`src/hdl/sira_pkg.sv`:
```
// ----------------------------------------------------------------------------
// sira_pkg
// Shared types, constants, reciprocal table and microcode for the signed
// integer to radix ASCII converter.
// ----------------------------------------------------------------------------
`default_nettype none

package sira_pkg;

   localparam int WORD_BITS  = 32;
   localparam int CNT_BITS   = $clog2(WORD_BITS + 1);
   localparam int IDX_BITS   = $clog2(WORD_BITS);
   localparam int RADIX_BITS = 6;
   localparam int DIGIT_BITS = 6;
   localparam int CHAR_BITS  = 7;
   localparam int STEP_BITS  = 3;
   localparam int OP_BITS    = 3;
   localparam int COND_BITS  = 2;

   localparam logic [RADIX_BITS-1:0] RADIX_MIN   = 6'd2;
   localparam logic [RADIX_BITS-1:0] RADIX_MAX   = 6'd36;
   localparam logic [RADIX_BITS-1:0] RADIX_RESET = 6'd10;
   localparam logic [DIGIT_BITS-1:0] DEC_DIGITS  = 6'd10;

   localparam logic [CHAR_BITS-1:0] CHAR_MINUS   = 7'h2D;
   localparam logic [CHAR_BITS-1:0] CHAR_ZERO    = 7'h30;
   localparam logic [CHAR_BITS-1:0] CHAR_NINE    = 7'h39;
   localparam logic [CHAR_BITS-1:0] CHAR_UPPER_A = 7'h41;
   localparam logic [CHAR_BITS-1:0] CHAR_UPPER_Z = 7'h5A;

   // floor(2^WORD_BITS / radix); quotient estimate is exact or one low
   localparam logic [WORD_BITS:0] RECIP_NUM = {1'b1, {WORD_BITS{1'b0}}};

   localparam logic [WORD_BITS-1:0] RECIP_TABLE [0:36] = '{
      WORD_BITS'(RECIP_NUM / 2),  WORD_BITS'(RECIP_NUM / 2),  WORD_BITS'(RECIP_NUM / 2),
      WORD_BITS'(RECIP_NUM / 3),  WORD_BITS'(RECIP_NUM / 4),  WORD_BITS'(RECIP_NUM / 5),
      WORD_BITS'(RECIP_NUM / 6),  WORD_BITS'(RECIP_NUM / 7),  WORD_BITS'(RECIP_NUM / 8),
      WORD_BITS'(RECIP_NUM / 9),  WORD_BITS'(RECIP_NUM / 10), WORD_BITS'(RECIP_NUM / 11),
      WORD_BITS'(RECIP_NUM / 12), WORD_BITS'(RECIP_NUM / 13), WORD_BITS'(RECIP_NUM / 14),
      WORD_BITS'(RECIP_NUM / 15), WORD_BITS'(RECIP_NUM / 16), WORD_BITS'(RECIP_NUM / 17),
      WORD_BITS'(RECIP_NUM / 18), WORD_BITS'(RECIP_NUM / 19), WORD_BITS'(RECIP_NUM / 20),
      WORD_BITS'(RECIP_NUM / 21), WORD_BITS'(RECIP_NUM / 22), WORD_BITS'(RECIP_NUM / 23),
      WORD_BITS'(RECIP_NUM / 24), WORD_BITS'(RECIP_NUM / 25), WORD_BITS'(RECIP_NUM / 26),
      WORD_BITS'(RECIP_NUM / 27), WORD_BITS'(RECIP_NUM / 28), WORD_BITS'(RECIP_NUM / 29),
      WORD_BITS'(RECIP_NUM / 30), WORD_BITS'(RECIP_NUM / 31), WORD_BITS'(RECIP_NUM / 32),
      WORD_BITS'(RECIP_NUM / 33), WORD_BITS'(RECIP_NUM / 34), WORD_BITS'(RECIP_NUM / 35),
      WORD_BITS'(RECIP_NUM / 36)
   };

   // microcode operations
   localparam logic [OP_BITS-1:0] OP_LOAD  = 3'd0;
   localparam logic [OP_BITS-1:0] OP_MUL   = 3'd1;
   localparam logic [OP_BITS-1:0] OP_DIV   = 3'd2;
   localparam logic [OP_BITS-1:0] OP_SIGN  = 3'd3;
   localparam logic [OP_BITS-1:0] OP_PRIME = 3'd4;
   localparam logic [OP_BITS-1:0] OP_EMIT  = 3'd5;
   localparam logic [OP_BITS-1:0] OP_NOP   = 3'd6;

   // branch conditions
   localparam logic [COND_BITS-1:0] COND_NEXT   = 2'd0;
   localparam logic [COND_BITS-1:0] COND_ALWAYS = 2'd1;
   localparam logic [COND_BITS-1:0] COND_TEST   = 2'd2;

   // program addresses
   localparam logic [STEP_BITS-1:0] STEP_LOAD = 3'd0;
   localparam logic [STEP_BITS-1:0] STEP_MUL  = 3'd1;
   localparam logic [STEP_BITS-1:0] STEP_EMIT = 3'd5;

   typedef struct packed {
      logic [OP_BITS-1:0]   op;
      logic [COND_BITS-1:0] cond;
      logic [STEP_BITS-1:0] target;
   } sira_uword_type;

   localparam sira_uword_type UCODE [0:7] = '{
      '{op: OP_LOAD,  cond: COND_NEXT,   target: STEP_LOAD},
      '{op: OP_MUL,   cond: COND_NEXT,   target: STEP_LOAD},
      '{op: OP_DIV,   cond: COND_TEST,   target: STEP_MUL},
      '{op: OP_SIGN,  cond: COND_NEXT,   target: STEP_LOAD},
      '{op: OP_PRIME, cond: COND_NEXT,   target: STEP_LOAD},
      '{op: OP_EMIT,  cond: COND_TEST,   target: STEP_EMIT},
      '{op: OP_NOP,   cond: COND_ALWAYS, target: STEP_LOAD},
      '{op: OP_NOP,   cond: COND_ALWAYS, target: STEP_LOAD}
   };

   function automatic logic [RADIX_BITS-1:0] sat_radix(input logic [RADIX_BITS-1:0] r);
      logic [RADIX_BITS-1:0] res;
      res = r;
      if (r < RADIX_MIN) begin
         res = RADIX_MIN;
      end else if (r > RADIX_MAX) begin
         res = RADIX_MAX;
      end
      return res;
   endfunction

   function automatic logic [CHAR_BITS-1:0] digit_to_ascii(input logic [DIGIT_BITS-1:0] d);
      logic [CHAR_BITS-1:0] c;
      if (d < DEC_DIGITS) begin
         c = CHAR_ZERO + CHAR_BITS'(d);
      end else begin
         c = CHAR_UPPER_A + CHAR_BITS'(d - DEC_DIGITS);
      end
      return c;
   endfunction

endpackage

`default_nettype wire

```
`src/hdl/sira_req_if.sv`:
```
// ----------------------------------------------------------------------------
// sira_req_if
// Request channel: one signed integer word per handshake.
// ----------------------------------------------------------------------------
`default_nettype none

interface sira_req_if import sira_pkg::*; ();
   logic                        valid;
   logic                        ready;
   logic signed [WORD_BITS-1:0] value;

   modport source (output valid, output value, input ready);
   modport sink   (input valid, input value, output ready);
endinterface

`default_nettype wire

```
`src/hdl/sira_rsp_if.sv`:
```
// ----------------------------------------------------------------------------
// sira_rsp_if
// Response channel: one ASCII character word per handshake, last on the end.
// ----------------------------------------------------------------------------
`default_nettype none

interface sira_rsp_if import sira_pkg::*; ();
   logic                 valid;
   logic                 ready;
   logic [CHAR_BITS-1:0] ascii_char;
   logic                 last;

   modport source (output valid, output ascii_char, output last, input ready);
   modport sink   (input valid, input ascii_char, input last, output ready);
endinterface

`default_nettype wire

```
`src/hdl/sira_div.sv`:
```
// ----------------------------------------------------------------------------
// sira_div
// Divide by the radix: registered reciprocal product, then
// quotient estimate with a single correction step.
// ----------------------------------------------------------------------------
`default_nettype none

module sira_div import sira_pkg::*; (
   input  wire logic                  clock,
   input  wire logic                  mul_en,
   input  wire logic [WORD_BITS-1:0]  mag,
   input  wire logic [WORD_BITS-1:0]  recip,
   input  wire logic [RADIX_BITS-1:0] radix,
   output logic      [WORD_BITS-1:0]  quot,
   output logic      [DIGIT_BITS-1:0] rem
);

   logic [2*WORD_BITS-1:0]          prod_ff;
   logic [2*WORD_BITS-1:0]          prod_in;
   logic [WORD_BITS-1:0]            q_est;
   logic [WORD_BITS+RADIX_BITS-1:0] q_times_r;
   logic [WORD_BITS-1:0]            r_est;
   logic                            fix;

   assign prod_in = mag * recip;

   always_ff @(posedge clock) begin
      if (mul_en) begin
         prod_ff <= prod_in;
      end
   end

   always_comb begin
      q_est     = prod_ff[2*WORD_BITS-1:WORD_BITS];
      q_times_r = q_est * radix;
      // estimate is at most one low, so the raw remainder is below 2*radix
      r_est     = mag - q_times_r[WORD_BITS-1:0];
      fix       = (r_est >= WORD_BITS'(radix));
      quot      = fix ? (q_est + WORD_BITS'(1)) : q_est;
      rem       = fix ? DIGIT_BITS'(r_est - WORD_BITS'(radix)) : DIGIT_BITS'(r_est);
   end

endmodule

`default_nettype wire

```
`src/hdl/signed_integer_to_radix_ascii_top.sv`:
```
// ----------------------------------------------------------------------------
// signed_integer_to_radix_ascii_top
// Converts a signed integer word to ASCII text in a programmable radix,
// driven by a small microcoded sequencer.
// ----------------------------------------------------------------------------
//  channel | dir | handshake          | payload
//  --------+-----+--------------------+----------------------------------
//  req_bus | in  | valid / ready      | value [31:0] signed
//  rsp_bus | out | valid / ready      | ascii_char [6:0], last
//  csr     | in  | csr_we (no ready)  | csr_wdata [5:0] = radix
//
//  An item of n digits (1..32 digits) passes through two steps per digit
//  in the reciprocal divide unit, one emit step per digit out of the
//  digit store, plus load, sign, prime and return steps.
//  Reset is synchronous and active high; radix resets to 10.
//  A stalled output holds the sequencer in its sign or emit step; the next
//  word is taken as soon as the program is back at its load step.
// ----------------------------------------------------------------------------
`default_nettype none

module signed_integer_to_radix_ascii_top import sira_pkg::*; (
   input  wire logic                  clock,
   input  wire logic                  reset,
   input  wire logic                  csr_we,
   input  wire logic [RADIX_BITS-1:0] csr_wdata,
   sira_req_if.sink                   req_bus,
   sira_rsp_if.source                 rsp_bus
);

   logic [RADIX_BITS-1:0] radix_ff, radix_in;
   logic [WORD_BITS-1:0]  recip_ff;
   logic [STEP_BITS-1:0]  step_ff, step_in;
   logic [WORD_BITS-1:0]  mag_ff, mag_in;
   logic [CNT_BITS-1:0]   cnt_ff, cnt_in;
   logic                  neg_ff, neg_in;
   logic                  rsp_valid_ff, rsp_valid_in;
   logic [CHAR_BITS-1:0]  rsp_char_ff, rsp_char_in;
   logic                  rsp_last_ff, rsp_last_in;
   logic [DIGIT_BITS-1:0] rd_ff;

   logic [DIGIT_BITS-1:0] digit_mem [0:WORD_BITS-1];

   sira_uword_type        uw;
   logic                  adv, cond_true, jump;
   logic                  mul_en, wr_en, rd_en, out_load, out_free;
   logic [IDX_BITS-1:0]   rd_addr;
   logic [CNT_BITS-1:0]   cnt_p1, cnt_m1, cnt_m2;
   logic [WORD_BITS-1:0]  raw;
   logic [WORD_BITS-1:0]  quot;
   logic [DIGIT_BITS-1:0] rem;

   sira_div u_div (
      .clock  (clock),
      .mul_en (mul_en),
      .mag    (mag_ff),
      .recip  (recip_ff),
      .radix  (radix_ff),
      .quot   (quot),
      .rem    (rem)
   );

   assign radix_in      = sat_radix(csr_wdata);
   assign req_bus.ready = (step_ff == STEP_LOAD);
   assign out_free      = !rsp_valid_ff || rsp_bus.ready;
   assign raw           = req_bus.value;
   assign cnt_p1        = cnt_ff + CNT_BITS'(1);
   assign cnt_m1        = cnt_ff - CNT_BITS'(1);
   assign cnt_m2        = cnt_ff - CNT_BITS'(2);

   always_comb begin
      uw           = UCODE[step_ff];
      adv          = 1'b0;
      cond_true    = 1'b0;
      mul_en       = 1'b0;
      wr_en        = 1'b0;
      rd_en        = 1'b0;
      out_load     = 1'b0;
      rd_addr      = cnt_m1[IDX_BITS-1:0];
      mag_in       = mag_ff;
      cnt_in       = cnt_ff;
      neg_in       = neg_ff;
      rsp_char_in  = rsp_char_ff;
      rsp_last_in  = rsp_last_ff;

      unique case (uw.op)
         OP_LOAD: begin
            adv = req_bus.valid;
            if (req_bus.valid) begin
               neg_in = raw[WORD_BITS-1];
               mag_in = raw[WORD_BITS-1] ? (~raw + WORD_BITS'(1)) : raw;
               cnt_in = '0;
            end
         end
         OP_MUL: begin
            adv    = 1'b1;
            mul_en = 1'b1;
         end
         OP_DIV: begin
            // runs at least once, so zero yields the single digit 0
            adv       = 1'b1;
            wr_en     = 1'b1;
            mag_in    = quot;
            cnt_in    = cnt_p1;
            cond_true = (quot != '0) && (cnt_p1 < CNT_BITS'(WORD_BITS));
         end
         OP_SIGN: begin
            adv = !neg_ff || out_free;
            if (neg_ff && out_free) begin
               out_load    = 1'b1;
               rsp_char_in = CHAR_MINUS;
               rsp_last_in = 1'b0;
            end
         end
         OP_PRIME: begin
            adv   = 1'b1;
            rd_en = 1'b1;
         end
         OP_EMIT: begin
            adv       = out_free;
            cond_true = (cnt_ff != CNT_BITS'(1));
            rd_addr   = cnt_m2[IDX_BITS-1:0];
            if (out_free) begin
               out_load    = 1'b1;
               rd_en       = 1'b1;
               rsp_char_in = digit_to_ascii(rd_ff);
               rsp_last_in = (cnt_ff == CNT_BITS'(1));
               cnt_in      = cnt_m1;
            end
         end
         OP_NOP: begin
            adv = 1'b1;
         end
         default: begin
            adv = 1'b1;
         end
      endcase

      unique case (uw.cond)
         COND_NEXT:   jump = 1'b0;
         COND_ALWAYS: jump = 1'b1;
         COND_TEST:   jump = cond_true;
         default:     jump = 1'b0;
      endcase

      if (!adv) begin
         step_in = step_ff;
      end else if (jump) begin
         step_in = uw.target;
      end else begin
         step_in = step_ff + STEP_BITS'(1);
      end

      if (out_load) begin
         rsp_valid_in = 1'b1;
      end else if (rsp_bus.ready) begin
         rsp_valid_in = 1'b0;
      end else begin
         rsp_valid_in = rsp_valid_ff;
      end
   end

   always_ff @(posedge clock) begin
      if (reset) begin
         radix_ff     <= RADIX_RESET;
         recip_ff     <= RECIP_TABLE[RADIX_RESET];
         step_ff      <= STEP_LOAD;
         mag_ff       <= '0;
         cnt_ff       <= '0;
         neg_ff       <= 1'b0;
         rsp_valid_ff <= 1'b0;
      end else begin
         if (csr_we) begin
            radix_ff <= radix_in;
            recip_ff <= RECIP_TABLE[radix_in];
         end
         step_ff      <= step_in;
         mag_ff       <= mag_in;
         cnt_ff       <= cnt_in;
         neg_ff       <= neg_in;
         rsp_valid_ff <= rsp_valid_in;
      end
   end

   always_ff @(posedge clock) begin
      rsp_char_ff <= rsp_char_in;
      rsp_last_ff <= rsp_last_in;
   end

   // digit store, least significant digit at entry 0
   always_ff @(posedge clock) begin
      if (wr_en) begin
         digit_mem[cnt_ff[IDX_BITS-1:0]] <= rem;
      end
   end

   always_ff @(posedge clock) begin
      if (rd_en) begin
         rd_ff <= digit_mem[rd_addr];
      end
   end

   assign rsp_bus.valid      = rsp_valid_ff;
   assign rsp_bus.ascii_char = rsp_char_ff;
   assign rsp_bus.last       = rsp_last_ff;

endmodule

`default_nettype wire

```
`src/flat_wrapper.sv`:
```
// flat-port wrapper written by rule: the top's interface ports become plain ports
module signed_integer_to_radix_ascii_top_flat import sira_pkg::*;
  (clock, reset, csr_we, csr_wdata, req_bus_valid, req_bus_value, req_bus_ready, rsp_bus_valid, rsp_bus_ascii_char, rsp_bus_last, rsp_bus_ready);
  sira_req_if req_bus_i ();
  sira_rsp_if rsp_bus_i ();
  input  wire logic clock;
  input  wire logic reset;
  input  wire logic csr_we;
  input  wire logic [RADIX_BITS-1:0] csr_wdata;
  input wire logic [$bits(req_bus_i.valid)-1:0] req_bus_valid;
  input wire logic [$bits(req_bus_i.value)-1:0] req_bus_value;
  output wire logic [$bits(req_bus_i.ready)-1:0] req_bus_ready;
  output wire logic [$bits(rsp_bus_i.valid)-1:0] rsp_bus_valid;
  output wire logic [$bits(rsp_bus_i.ascii_char)-1:0] rsp_bus_ascii_char;
  output wire logic [$bits(rsp_bus_i.last)-1:0] rsp_bus_last;
  input wire logic [$bits(rsp_bus_i.ready)-1:0] rsp_bus_ready;
  assign req_bus_i.valid = req_bus_valid;
  assign req_bus_i.value = req_bus_value;
  assign req_bus_ready = req_bus_i.ready;
  assign rsp_bus_valid = rsp_bus_i.valid;
  assign rsp_bus_ascii_char = rsp_bus_i.ascii_char;
  assign rsp_bus_last = rsp_bus_i.last;
  assign rsp_bus_i.ready = rsp_bus_ready;
  signed_integer_to_radix_ascii_top u_core (.clock(clock), .reset(reset), .csr_we(csr_we), .csr_wdata(csr_wdata), .req_bus(req_bus_i), .rsp_bus(rsp_bus_i));
endmodule
```
`config.mk`:
```
export PLATFORM = sky130hd
export DESIGN_NAME = signed_integer_to_radix_ascii_top_flat
export DESIGN_NICKNAME = d
export VERILOG_FILES = /design/src/hdl/sira_pkg.sv /design/src/hdl/sira_req_if.sv /design/src/hdl/sira_rsp_if.sv /design/src/hdl/sira_div.sv /design/src/hdl/signed_integer_to_radix_ascii_top.sv /design/src/flat_wrapper.sv
export SDC_FILE = /design/constraint.sdc
export NUM_CORES = 2
export LEC_CHECK = 0
export BUFFER_PORTS_ARGS = -buffer_cell sky130_fd_sc_hd__buf_4
export CAP_MARGIN = 0
export CORE_MARGIN = 3
export CORE_UTILIZATION = 44
export CTS_BUF_LIST = sky130_fd_sc_hd__clkbuf_8
export DETAILED_ROUTE_END_ITERATION = 6
export GPL_ROUTABILITY_DRIVEN = 0
export PLACE_DENSITY_LB_ADDON = 0.1
export RECOVER_POWER = 100
export SYNTH_ARGS = -nofsm -noshare
export SYNTH_HDL_FRONTEND = slang
export SYNTH_HIERARCHICAL = 1
export SYNTH_SLANG_ARGS = --single-unit
export TNS_END_PERCENT = 10
```
`constraint.sdc`:
```
create_clock -name clock -period 9.55 [get_ports clock]
set_input_delay 0.955 -clock clock [delete_from_list [all_inputs] [get_ports clock]]
set_output_delay 0.955 -clock clock [all_outputs]
set_load 0.03 [all_outputs]
```
==> results.txt <==
count leader, synth: inv_1
synth warn: 6
reg2reg start: u_core/mag_ff[12]$_SDFFE_PP0P_
Hold Startpoint: u_core/neg_ff$_SDFFE_PP0P_
final setup violation count: 0
clock tree buffer depth: 3
status: finished, violations left
synth cell count leaders: inv_1 (1069), fa_1 (1032), nand2_1 (784), and2_1 (644), ha_1 (340)
vias in the first global route: 42200
RSZ-0062 raised after global routing: false
largest net degree at the start of global routing: 49
Mapped Nets: 7154
GRT Total Usage: 25.0%
row cnt: 128
WL/cell: 21.3 µm
area grow syn2layout: 5.55%
Post-Synthesis Cell Area: 54500 µm²
Starting Density: 44.5%
die height: 358 µm
R2R setup slack: 350 ps
CP Launch Type: flip-flop
core area: 122000 µm²
WS Path Type: flip-flop to flip-flop
R2R depth: 25
Critical Path Fanout Max: 18
minimum clock period: 9200 ps
maximum clock rate: 109 MHz
Synth cell types: 97
root buf cell: clkbuf_8
vias post-DR: 39400
Main synth FF type: edfxtp_1
CTS sink count: 319
Post-CTS Setup Bufs: 0
CP required: 9960 ps
Mapped Avg Cell Area: 9.49 µm²
Seq. cell area: 8780 µm²
WHS Endpoint: u_core/neg_ff$_SDFFE_PP0P_
grt ovf: 0
area leader, netlist: fa_1
boundary pin count: 53
Via density: 5.39
# fillers: 11900
Die Area: 128000 µm²
HP Class: flip-flop to flip-flop
Final #Nets: 7050
failing checks: capacitance limit, slew limit
clk_lat worst skew: 710 ps
CP Data Arrival Time: 9610 ps
fin util: 47.0%
drt total wl: 156000 µm
fraction of registers with async set/reset: 0%
met3 GRT Util: 3.05%
Resized cells post-CTS: 0
Final Skew: 52.9 ps
detailed placement HPWL: 125000 µm
Hold Path Stages: 2
share of cells above drive strength 1: 5.42%
FF+latch count, synth: 319
first-pass GRT wire length: 249000 µm
die width: 358 µm
area occupied by multi-input gates: 40300 µm²
Post-CTS Hold Buffers: 0
Slew @ Worst Pin: 2380 ps
number of antenna violations at the first check in global routing: 4
Starting DRT DRC Count: 2671
H-tree Lvls: 2
post-route ant nets: 0
IO buf count: 52
Rel. slew slack: -58.7%
Fin Setup TNS: 0 ps
fin crit share: 96.4%
EDFF count, synth: 238
M2 GR Usage: 41.7%
global routing's busiest layer: met2
cts bufs inserted: 56
Critical R2R Capture: u_core/u_div/prod_ff[61]$_DFFE_PP_
CTS clk-pin slew, worst paths: 70 ps
sequential fraction of the synthesis area: 16.1%
DRC viols: 0
Hold Fails Final Rpt: 0
main area contributors after synthesis: fa_1 (38%), edfxtp_1 (13%), ha_1 (7.8%)
DR pass1 iterations: 6
CTS tree: yes
met1 usage in global routing: 34.7%
crit path capture type: flip-flop
Syn Inst Count: 5739
max-cap viol count: 9
Max Slew Vio Count: 283
post-synth top area share: 37.9%
## cell usage in the layout (no fill, tap or decap), types with 41 or more instances in the layout
cell type  netlist  final
nand3_1         76     76
dfxtp_1         81     75
nor2_1         134    133
xnor2_1         73     73
inv_1         1069   1086
o21ai_0         95     95
ha_1           340    340
a21o_1          41     41
nand2_1        784    784
fa_1          1032   1032
xor2_1          54     54
a21oi_1        175    175
and2_1         644    642
edfxtp_1       238    238
clkbuf_8         0     58
buf_4            3    155
## logic make-up (layout without fill, tap and decap cells)
logic type | after synthesis | count (layout) | share of synthesized area, %
flip-flops | 319 | 319 | 16.1
AO/OA/AOI/OAI | 598 | 598 | 7.31
multiplexers | 67 | 67 | 1.84
AND/OR/NAND/NOR | 1842 | 1842 | 17.0
other | 0 | 3 | 0
XOR/XNOR | 128 | 128 | 2.08
buffers and inverters | 1412 | 1353 | 9.87
adder cells (fa/ha/maj) | 1373 | 1373 | 45.8
## critical path, stage by stage (launching register included)
cell and delay, ps:
dfxtp_1 860, buf_4 390, and2_1 200, fa_1 410, fa_1 510, inv_1 50, fa_1 460, fa_1 510
inv_1 50, fa_1 560, fa_1 460, fa_1 520, fa_1 420, ha_1 330, a21o_1 190, o221a_2 220
o2111ai_1 260, o31ai_1 850, nor2_1 130, o31ai_1 240, buf_4 190, a21oi_1 90, or3_1 420, o41a_1 370
o21ai_0 100, xor2_1 90
## through the flow
step,setup slack [ps],std cells,area (µm²),hold WS [ps]
after floorplan,1740,5739,54500,437
after global placement,221,7202,56600,452
after detailed placement,200,7202,56600,457
after CTS,169,7305,57600,470
after global routing,6.80,7306,57500,494
final,348,7308,57500,461
## state kept, by name (all words and copies together), names as in the netlist
name,count
u_core/mag_ff,32
u_core/rsp_bus.ascii_char,7
u_core/radix_ff,6
u_core/rsp_bus.last,1
u_core/digit_mem,192
u_core/step_ff,3
u_core/rd_ff,6
u_core/rsp_bus.valid,1
u_core/cnt_ff,6
u_core/u_div/prod_ff,32
u_core/neg_ff,1
u_core/recip_ff,32
## layout make-up
class	instances	share of cell area [%]
tap	1625	3.54
sequential	319	15.3
multi-input combinational	4008	70.1
antenna	3	0.0131
clock inverter	45	0.455
clock buffer	58	1.39
inverter	1071	6.99
timing repair buffer	179	2.22
## layer usage
layer	part of all wire [%]	routed length, µm	vias to the layer above
met5	0.0084	13	-
met4	2.8	4320	2
met3	4.7	7390	238
met2	48	74500	999
met1	45	69400	20500
li1	-	-	17700
## worst max path at each step
stage                                     from                            endpoint  slack (ps)  depth (start not counted)
3_5_place_dp    u_core/mag_ff[17]$_SDFFE_PP0P_  u_core/u_div/prod_ff[52]$_DFFE_PP_         200                         22
5_1_grt         u_core/mag_ff[12]$_SDFFE_PP0P_  u_core/u_div/prod_ff[61]$_DFFE_PP_           7                         25
4_1_cts         u_core/mag_ff[12]$_SDFFE_PP0P_  u_core/u_div/prod_ff[52]$_DFFE_PP_         170                         22
2_1_floorplan  u_core/radix_ff[3]$_SDFFE_PP1P_    u_core/digit_mem[0][3]$_DFFE_PP_        1740                         25
6_report        u_core/mag_ff[12]$_SDFFE_PP0P_  u_core/u_div/prod_ff[61]$_DFFE_PP_         350                         25
3_3_place_gp    u_core/mag_ff[17]$_SDFFE_PP0P_  u_core/u_div/prod_ff[52]$_DFFE_PP_         220                         22
Power is left out: the tool's default activity adds up to more than one toggle a clock period on the data nets, which glitch-free logic cannot reach.
